## src/ltok_pkg.sv

```systemverilog
// Package with the shared types, constants and character codes of the line tokenizer.
`default_nettype none
package ltok_pkg;

    localparam int VALUE_BITS  = 31;
    localparam int LENGTH_BITS = 8;
    localparam int CHAR_BITS   = 8;
    localparam int QUEUE_AW    = 2;
    localparam int QUEUE_DEPTH = 1 << QUEUE_AW;
    localparam int QCNT_W      = $clog2(QUEUE_DEPTH + 1);
    localparam int M_DATA_W    = 48;
    localparam int S_DATA_W    = 8;

    localparam logic [VALUE_BITS-1:0]  VALUE_MAX  = '1;
    localparam logic [LENGTH_BITS-1:0] LENGTH_MAX = '1;

    localparam logic [CHAR_BITS-1:0] CH_NUL      = 8'h00;
    localparam logic [CHAR_BITS-1:0] CH_TAB      = 8'h09;
    localparam logic [CHAR_BITS-1:0] CH_CR       = 8'h0D;
    localparam logic [CHAR_BITS-1:0] CH_SPACE    = 8'h20;
    localparam logic [CHAR_BITS-1:0] CH_DASH     = 8'h2D;
    localparam logic [CHAR_BITS-1:0] CH_PERIOD   = 8'h2E;
    localparam logic [CHAR_BITS-1:0] CH_SLASH    = 8'h2F;
    localparam logic [CHAR_BITS-1:0] CH_ZERO     = 8'h30;
    localparam logic [CHAR_BITS-1:0] CH_NINE     = 8'h39;
    localparam logic [CHAR_BITS-1:0] CH_COLON    = 8'h3A;
    localparam logic [CHAR_BITS-1:0] CH_QUESTION = 8'h3F;
    localparam logic [CHAR_BITS-1:0] CH_UPPER_A  = 8'h41;
    localparam logic [CHAR_BITS-1:0] CH_UPPER_Z  = 8'h5A;
    localparam logic [CHAR_BITS-1:0] CH_LOWER_A  = 8'h61;
    localparam logic [CHAR_BITS-1:0] CH_LOWER_Z  = 8'h7A;

    typedef enum logic [1:0] {
        ST_IDLE   = 2'd0,
        ST_IDENT  = 2'd1,
        ST_NUMBER = 2'd2
    } scan_state_t;

    typedef enum logic [3:0] {
        TK_IDENT    = 4'd0,
        TK_NUMBER   = 4'd1,
        TK_EOL      = 4'd2,
        TK_COLON    = 4'd3,
        TK_DASH     = 4'd4,
        TK_QUESTION = 4'd5,
        TK_SLASH    = 4'd6,
        TK_PERIOD   = 4'd7,
        TK_OTHER    = 4'd8
    } token_kind_t;

    typedef struct packed {
        token_kind_t              kind;
        logic [VALUE_BITS-1:0]    value;
        logic                     ovf;
        logic [LENGTH_BITS-1:0]   length;
        logic                     last;
    } token_t;

    typedef struct packed {
        logic   pend_valid;
        token_t pend;
        logic   own_valid;
        token_t own;
    } scan_push_t;

endpackage
`default_nettype wire

```

## src/ltok_scan.sv

```systemverilog
// Input register, scanner state and per-character token classification.
`default_nettype none
module ltok_scan
    import ltok_pkg::*;
(
    input  wire logic                 aclk,
    input  wire logic                 aresetn,
    input  wire logic                 s_tvalid,
    output logic                      s_tready,
    input  wire logic [CHAR_BITS-1:0] s_tdata,
    input  wire logic                 room,
    output scan_push_t                push
);

    logic                   in_valid_reg, in_valid_next;
    logic [CHAR_BITS-1:0]   char_reg;
    scan_state_t            state_reg, state_next;
    logic [VALUE_BITS-1:0]  acc_reg, acc_next;
    logic [LENGTH_BITS-1:0] len_reg, len_next;
    logic                   ovf_reg, ovf_next;

    logic                   adv;
    logic                   is_alpha, is_digit, is_space;
    logic                   cont_ident, cont_number;
    logic [3:0]             digit;
    logic [VALUE_BITS+3:0]  acc_ext, prod;
    logic                   acc_sat;
    logic [VALUE_BITS-1:0]  acc_step;
    logic [LENGTH_BITS-1:0] len_inc;
    token_kind_t            own_kind;
    logic [LENGTH_BITS-1:0] own_len;

    assign adv      = in_valid_reg && room;
    assign s_tready = !in_valid_reg || adv;
    assign in_valid_next = s_tready ? s_tvalid : in_valid_reg;

    assign is_alpha = ((char_reg >= CH_UPPER_A) && (char_reg <= CH_UPPER_Z))
                   || ((char_reg >= CH_LOWER_A) && (char_reg <= CH_LOWER_Z));
    assign is_digit = (char_reg >= CH_ZERO) && (char_reg <= CH_NINE);
    assign is_space = (char_reg == CH_SPACE) || ((char_reg >= CH_TAB) && (char_reg <= CH_CR));
    assign digit    = 4'(char_reg - CH_ZERO);

    assign cont_ident  = (state_reg == ST_IDENT) && (is_alpha || is_digit);
    assign cont_number = (state_reg == ST_NUMBER) && is_digit;

    assign acc_ext  = {4'b0000, acc_reg};
    assign prod     = (acc_ext << 3) + (acc_ext << 1) + {{VALUE_BITS{1'b0}}, digit};
    assign acc_sat  = ovf_reg || (prod > {4'b0000, VALUE_MAX});
    assign acc_step = acc_sat ? VALUE_MAX : prod[VALUE_BITS-1:0];
    assign len_inc  = (len_reg == LENGTH_MAX) ? len_reg : len_reg + 1'b1;

    always_comb begin
        unique case (char_reg)
            CH_NUL:      own_kind = TK_EOL;
            CH_COLON:    own_kind = TK_COLON;
            CH_DASH:     own_kind = TK_DASH;
            CH_QUESTION: own_kind = TK_QUESTION;
            CH_SLASH:    own_kind = TK_SLASH;
            CH_PERIOD:   own_kind = TK_PERIOD;
            default:     own_kind = TK_OTHER;
        endcase
    end

    assign own_len = ((own_kind == TK_EOL) || (own_kind == TK_OTHER))
                   ? '0 : {{(LENGTH_BITS-1){1'b0}}, 1'b1};

    // Next-state logic of the scanner.
    always_comb begin
        state_next = state_reg;
        acc_next   = acc_reg;
        len_next   = len_reg;
        ovf_next   = ovf_reg;
        if (adv) begin
            priority if (cont_ident) begin
                len_next = len_inc;
            end else if (cont_number) begin
                acc_next = acc_step;
                ovf_next = acc_sat;
                len_next = len_inc;
            end else if (is_alpha) begin
                state_next = ST_IDENT;
                len_next   = {{(LENGTH_BITS-1){1'b0}}, 1'b1};
            end else if (is_digit) begin
                state_next = ST_NUMBER;
                acc_next   = {{(VALUE_BITS-4){1'b0}}, digit};
                ovf_next   = 1'b0;
                len_next   = {{(LENGTH_BITS-1){1'b0}}, 1'b1};
            end else begin
                state_next = ST_IDLE;
            end
        end
    end

    // Result logic: the pending token first, then the character's own token.
    always_comb begin
        push.own_valid  = adv && !cont_ident && !cont_number
                       && !is_alpha && !is_digit && !is_space;
        push.own.kind   = own_kind;
        push.own.value  = '0;
        push.own.ovf    = 1'b0;
        push.own.length = own_len;
        push.own.last   = 1'b1;

        push.pend_valid  = adv && ((state_reg == ST_IDENT) || (state_reg == ST_NUMBER))
                        && !cont_ident && !cont_number;
        push.pend.kind   = (state_reg == ST_NUMBER) ? TK_NUMBER : TK_IDENT;
        push.pend.value  = (state_reg == ST_NUMBER) ? acc_reg : '0;
        push.pend.ovf    = (state_reg == ST_NUMBER) ? ovf_reg : 1'b0;
        push.pend.length = len_reg;
        push.pend.last   = !push.own_valid;
    end

    always_ff @(posedge aclk) begin
        if (!aresetn) begin
            in_valid_reg <= 1'b0;
            state_reg    <= ST_IDLE;
            acc_reg      <= '0;
            len_reg      <= '0;
            ovf_reg      <= 1'b0;
        end else begin
            in_valid_reg <= in_valid_next;
            state_reg    <= state_next;
            acc_reg      <= acc_next;
            len_reg      <= len_next;
            ovf_reg      <= ovf_next;
        end
    end

    always_ff @(posedge aclk) begin
        if (s_tvalid && s_tready) begin
            char_reg <= s_tdata;
        end
    end

    a_sat_holds_max: assert property (@(posedge aclk) disable iff (!aresetn)
        (state_reg == ST_NUMBER && ovf_reg) |-> (acc_reg == VALUE_MAX))
        else $error("Saturated number does not hold the maximum value.");

    a_push_needs_room: assert property (@(posedge aclk) disable iff (!aresetn)
        (push.pend_valid || push.own_valid) |-> (room && in_valid_reg))
        else $error("Token produced without queue room or input character.");

    a_pair_order: assert property (@(posedge aclk) disable iff (!aresetn)
        (push.pend_valid && push.own_valid) |-> (!push.pend.last && push.own.last))
        else $error("Wrong last marking on a two-token character.");

endmodule
`default_nettype wire

```

## src/ltok_outq.sv

```systemverilog
// Result queue that takes up to two tokens per cycle and drives the output channel.
`default_nettype none
module ltok_outq
    import ltok_pkg::*;
(
    input  wire logic                aclk,
    input  wire logic                aresetn,
    input  wire scan_push_t          push,
    output logic                     room,
    output logic                     m_tvalid,
    input  wire logic                m_tready,
    output logic [M_DATA_W-1:0]      m_tdata,
    output logic                     m_tlast
);

    localparam logic [QCNT_W-1:0] ROOM_LIMIT = QCNT_W'(QUEUE_DEPTH - 2);
    localparam logic [QCNT_W-1:0] FULL_COUNT = QCNT_W'(QUEUE_DEPTH);

    token_t                entry_reg [QUEUE_DEPTH];
    logic [QUEUE_AW-1:0]   wr_ptr_reg, wr_ptr_next;
    logic [QUEUE_AW-1:0]   rd_ptr_reg, rd_ptr_next;
    logic [QCNT_W-1:0]     count_reg, count_next;
    logic [QUEUE_AW-1:0]   wr_ptr_second;
    logic                  w0_valid, w1_valid, pop;
    token_t                w0;
    logic [1:0]            n_push;
    token_t                head;

    assign w0_valid = push.pend_valid || push.own_valid;
    assign w1_valid = push.pend_valid && push.own_valid;
    assign w0       = push.pend_valid ? push.pend : push.own;
    assign n_push   = {1'b0, w0_valid} + {1'b0, w1_valid};
    assign pop      = m_tvalid && m_tready;

    assign wr_ptr_second = wr_ptr_reg + 1'b1;
    assign wr_ptr_next   = wr_ptr_reg + QUEUE_AW'(n_push);
    assign rd_ptr_next   = rd_ptr_reg + QUEUE_AW'(pop);
    assign count_next    = count_reg + QCNT_W'(n_push) - QCNT_W'(pop);

    assign room     = (count_reg <= ROOM_LIMIT);
    assign m_tvalid = (count_reg != '0);
    assign head     = entry_reg[rd_ptr_reg];
    assign m_tdata  = {4'b0000, head.length, head.ovf, head.value, head.kind};
    assign m_tlast  = head.last;

    always_ff @(posedge aclk) begin
        if (!aresetn) begin
            wr_ptr_reg <= '0;
            rd_ptr_reg <= '0;
            count_reg  <= '0;
        end else begin
            wr_ptr_reg <= wr_ptr_next;
            rd_ptr_reg <= rd_ptr_next;
            count_reg  <= count_next;
        end
    end

    always_ff @(posedge aclk) begin
        if (w0_valid) begin
            entry_reg[wr_ptr_reg] <= w0;
        end
        if (w1_valid) begin
            entry_reg[wr_ptr_second] <= push.own;
        end
    end

    a_count_bound: assert property (@(posedge aclk) disable iff (!aresetn)
        count_reg <= FULL_COUNT)
        else $error("Result queue count exceeds its depth.");

    a_pop_only: assert property (@(posedge aclk) disable iff (!aresetn)
        (pop && !w0_valid) |=> (count_reg == $past(count_reg) - 1'b1))
        else $error("Result queue count did not drop after a lone transaction.");

endmodule
`default_nettype wire

```

## src/line_tokenizer.sv

```systemverilog
// Top level of the line tokenizer: character stream in, token stream out.
//
// One byte of a command line enters per transaction on the s_ channel. Letters
// start identifiers, digits start decimal numbers, and a zero byte, five
// punctuation marks and any other non-blank byte give tokens of their own.
// A byte that ends an identifier or number can cause two tokens: the pending
// one first, then its own; m_tlast marks the final token caused by a byte.
// Whitespace bytes cause no token of their own.
// A byte is registered in the input register when accepted and classified
// there; its tokens go into the result queue once it has room for two, and
// m_ is driven from the head of the queue.
// A new byte can be accepted every cycle while the queue has room; the result
// queue of four entries drains one token per cycle while m_tready is high, so
// bytes that cause two tokens hold back s_tready once the queue has filled.
// When the receiver stalls, the queue fills and s_tready drops while fewer
// than two entries are free; no token is lost.
// Reset clears the scanner to idle with no pending token and empties the queue.
`default_nettype none
module line_tokenizer
    import ltok_pkg::*;
(
    input  wire logic                aclk,
    input  wire logic                aresetn,
    input  wire logic                s_tvalid,
    output logic                     s_tready,
    input  wire logic [S_DATA_W-1:0] s_tdata,   // char_in[7:0]
    output logic                     m_tvalid,
    input  wire logic                m_tready,
    // token_kind[3:0], number_value[34:4], value_overflow[35], token_length[43:36]
    output logic [M_DATA_W-1:0]      m_tdata,
    output logic                     m_tlast    // last_of_run
);

    scan_push_t push;
    logic       room;

    ltok_scan u_scan (
        .aclk     (aclk),
        .aresetn  (aresetn),
        .s_tvalid (s_tvalid),
        .s_tready (s_tready),
        .s_tdata  (s_tdata[CHAR_BITS-1:0]),
        .room     (room),
        .push     (push)
    );

    ltok_outq u_outq (
        .aclk     (aclk),
        .aresetn  (aresetn),
        .push     (push),
        .room     (room),
        .m_tvalid (m_tvalid),
        .m_tready (m_tready),
        .m_tdata  (m_tdata),
        .m_tlast  (m_tlast)
    );

endmodule
`default_nettype wire

```

## config.mk

```make
export PLATFORM = sky130hd
export DESIGN_NAME = line_tokenizer
export DESIGN_NICKNAME = d
export VERILOG_FILES = /design/src/ltok_pkg.sv /design/src/ltok_scan.sv /design/src/ltok_outq.sv /design/src/line_tokenizer.sv
export SDC_FILE = /design/constraint.sdc
export NUM_CORES = 1
export LEC_CHECK = 0
export ABC_CLOCK_PERIOD_IN_PS = 8600
export BUFFER_PORTS_ARGS = -buffer_cell sky130_fd_sc_hd__buf_2
export CORE_MARGIN = 2
export CORE_UTILIZATION = 35
export DETAILED_ROUTE_END_ITERATION = 10
export PLACE_DENSITY = 0.49
export SKIP_CTS_REPAIR_TIMING = 1
export SYNTH_ARGS = -nofsm -noshare
export SYNTH_HDL_FRONTEND = slang
export SYNTH_HIERARCHICAL = 1
export SYNTH_SLANG_ARGS = --single-unit
```

## constraint.sdc

```tcl
create_clock -name aclk -period 8.6 [get_ports aclk]
set_input_delay 1.29 -clock aclk [delete_from_list [all_inputs] [get_ports aclk]]
set_output_delay 1.29 -clock aclk [all_outputs]
set_load 0.005 [all_outputs]
```

==> out/qor.txt <==
Status -> finished, final reports clean
First-pass GRT wire length -> 63,090 um
Antenna diodes -> 0
Fraction of layout cells with a size suffix above 1 -> 13.45%
Largest net degree at the start of global routing -> 100
Area leader, netlist -> edfxtp_1
Cells after synthesis -> 1,386
Vias per cell -> 5.702
Total GRT Usage -> 18.04%
Main combinational cell family by area after synthesis -> compound AO/OA/AOI/OAI gates
Place WS -> 2.541 ns
Hold Startpoint -> u_scan/acc_reg[0]
Post-synth cell types -> 73
Die width -> 211.6 um
HPWL after DPL -> 26,270 um
CTS buffer count -> 28
P_leak -> 5.735 nW
Syn avg cell area -> 10.89 sq um
Max Transition Viols Final -> 0
Total Wirelength -> 40,260 um
Core footprint -> 0.04279 sq mm
Post-synthesis sequential area ratio -> 44.05%
Worst slew pin tran -> 1.201 ns
Post-synthesis xor/xnor area fraction -> 1.982%
Max FO, Critical Path -> 92
Io pins -> 63
Hold_ws -> 0.5190 ns
P_int -> 0.002251 W
Routed wl met3 -> 2004 um
Starting Density -> 35.26%
Initial antenna violation count -> 1
Root buffer cell -> clkbuf_16
DR WL met2 -> 18,990 um
Pwr dens -> 186.5 mW/mm^2
Unrepaired setup endpoints after global routing -> false
Post-synthesis mux area share -> 6.983%
Clk pwr share -> 38.3%
Synth warn -> 6
CTS tree -> yes
Min Tclk post-route -> 5.933 ns
Row cnt -> 76
Routability cong. -> 0.8274
Fmax achieved -> 0.1685 GHz
GR Overflow Total -> 0
Seq pwr share -> 43.5%
Required time of the critical path -> 8.83 ns
TritonCTS Sinks -> 238
Buffers on Ports -> 58
Setup crit start kind -> flop
Top Metal Used -> met5
Clk_lat worst skew -> 0.56 ns
Synth area leaders -> edfxtp_1 (37%), o221ai_1 (11%), mux4_2 (6.7%)
Initial DRC Count -> 719
Vias in the first global route -> 11,288
H-tree level count -> 1
VDD IR-drop max -> 0.1416 mV
Clk buf depth -> 3
Placed cells -> 1,899
Final setup margin -> 2.667 ns
Fin cells -> 1,951
Part of the cycle the worst path needs -> 68.99%
Worst Setup End Kind -> flop
Post-synth ARST share -> 0%
Die Area -> 0.04478 sq mm
Vias -> 11,124
Comb pwr share -> 18.2%
Final setup fails -> 0
Clock-pin slew on the worst setup and hold paths -> 0.06 ns
Die Y -> 211.6 um
Max FFs per register -> 180
Share of the synthesized area in the top cell type -> 37.42%
CP arrival -> 6.16 ns
Metal-1 WL -> 18,390 um
Post-synth design cell area -> 0.01509 sq mm
Net Sw Power -> 0.0008019 W
Ys flop type -> edfxtp_1
Final core occ -> 38.26%
Slew headroom -> 19.92%
Post-Route Setup TNS -> 0 ns
Synth Area in Simple Gates -> 14.70%
Clock Skews -> 0.01363 ns
DR DRC count -> 0
Max cap viols -> 0
Crit path launch -> u_scan/char_reg[4]
#FFs+latches synth -> 238
Compound-Gate Fraction of Synth Area -> 19.22%
Post-route ant nets -> 0
Drt wl/cell -> 20.64 um
Post-synth EDFFs -> 188
Pre-antenna DRT Iters -> 5
Final nets -> 1,469
Net Sw Frac -> 26.27%
Synthesized-area fraction occupied by adder cells -> 6.286%
Setup CP Type -> flop to flop
Final hold violation count -> 0
Reg2reg start -> u_scan/char_reg[4]
Hold WC Path Type -> flop to flop
Syn-to-layout area delta -> 8.509%
[through the flow]
stage | area, sq um | total power (W)
floorplan | 15250 | 0.001759
global placement | 15470 | 0.001921
detailed placement | 15470 | 0.001922
CTS | 16370 | 0.003099
global route | 16370 | 0.003194
finish | 16370 | 0.003053
[per-layer routing]
| layer | track usage (%) | vias up |
|---|---|---|
| li1 | - | 5335 |
| met1 | 24.59 | 5434 |
| met2 | 30.07 | 297 |
| met3 | 2.018 | 56 |
| met4 | 5.755 | 2 |
| met5 | 0 | - |
[power by group through the flow]
stage	registers (W)	clock network [W]	logic (W)
floorplan	0.00134	0	0.000418
global placement	0.00135	0	0.000569
detailed placement	0.00135	0	0.000568
CTS	0.00133	0.00120	0.000571
global route	0.00133	0.00124	0.000619
finish	0.00133	0.00117	0.000555
[kinds of logic after synthesis]
logic type               Yosys count
other                              3
flip-flops                       238
buffers and inverters            177
XOR/XNOR                          31
multiplexers                      49
AO/OA/AOI/OAI                    378
adder cells (fa/ha/maj)           74
AND/OR/NAND/NOR                  436
[final timing paths]
check / endpoint / slack [ns] / cells after the start
worst max-delay path: u_outq/entry_reg[2][11] / 2.67 / 11
worst min-delay path: u_scan/acc_reg[0] / 0.52 / 2
worst max register to register: u_outq/entry_reg[2][11] / 2.67 / 11
worst min register to register: u_scan/acc_reg[0] / 0.52 / 2
[Yosys cell counts (all sizes together) (30+ instances only)]
| master | instances |
|---|---|
| nand2b | 98 |
| nand2 | 142 |
| and2 | 52 |
| nor2 | 67 |
| mux4 | 45 |
| buf | 103 |
| edfxtp | 188 |
| dfxtp | 50 |
| ha | 71 |
| a21oi | 69 |
| o221ai | 181 |
| inv | 30 |
| o21ai | 34 |
| clkbuf | 44 |
[layout by cell type, fill, tap and decap left out, drive strengths merged, types with 50 or more instances in the layout]
cell type / n
a21oi: 69
and2: 52
buf: 70
dfxtp: 50
edfxtp: 188
ha: 71
nand2: 142
nand2b: 98
nor2: 67
o221ai: 181
[worst max-delay path, stage by stage (launching register included)]
cell      delay, ns
edfxtp_1       0.52
or4_1          0.57
o221ai_1       0.28
nand2_1        0.15
a21oi_1        0.29
nand3_1        0.26
nor2_4         0.13
buf_4          0.67
ha_1           0.50
and3b_2        1.03
a21o_2         0.75
buf_4          0.43
[final cells by class]
cell class	instances	area, sq um
Fill cell	4231	26420
Clock inverter	19	156.4
Multi-Input combinational cell	1015	7645
Sequential cell	238	6653
Tap cell	546	683.2
Inverter	30	112.6
Clock buffer	33	740.7
Timing Repair Buffer	70	380.4
(Power assumes the default switching activity.)
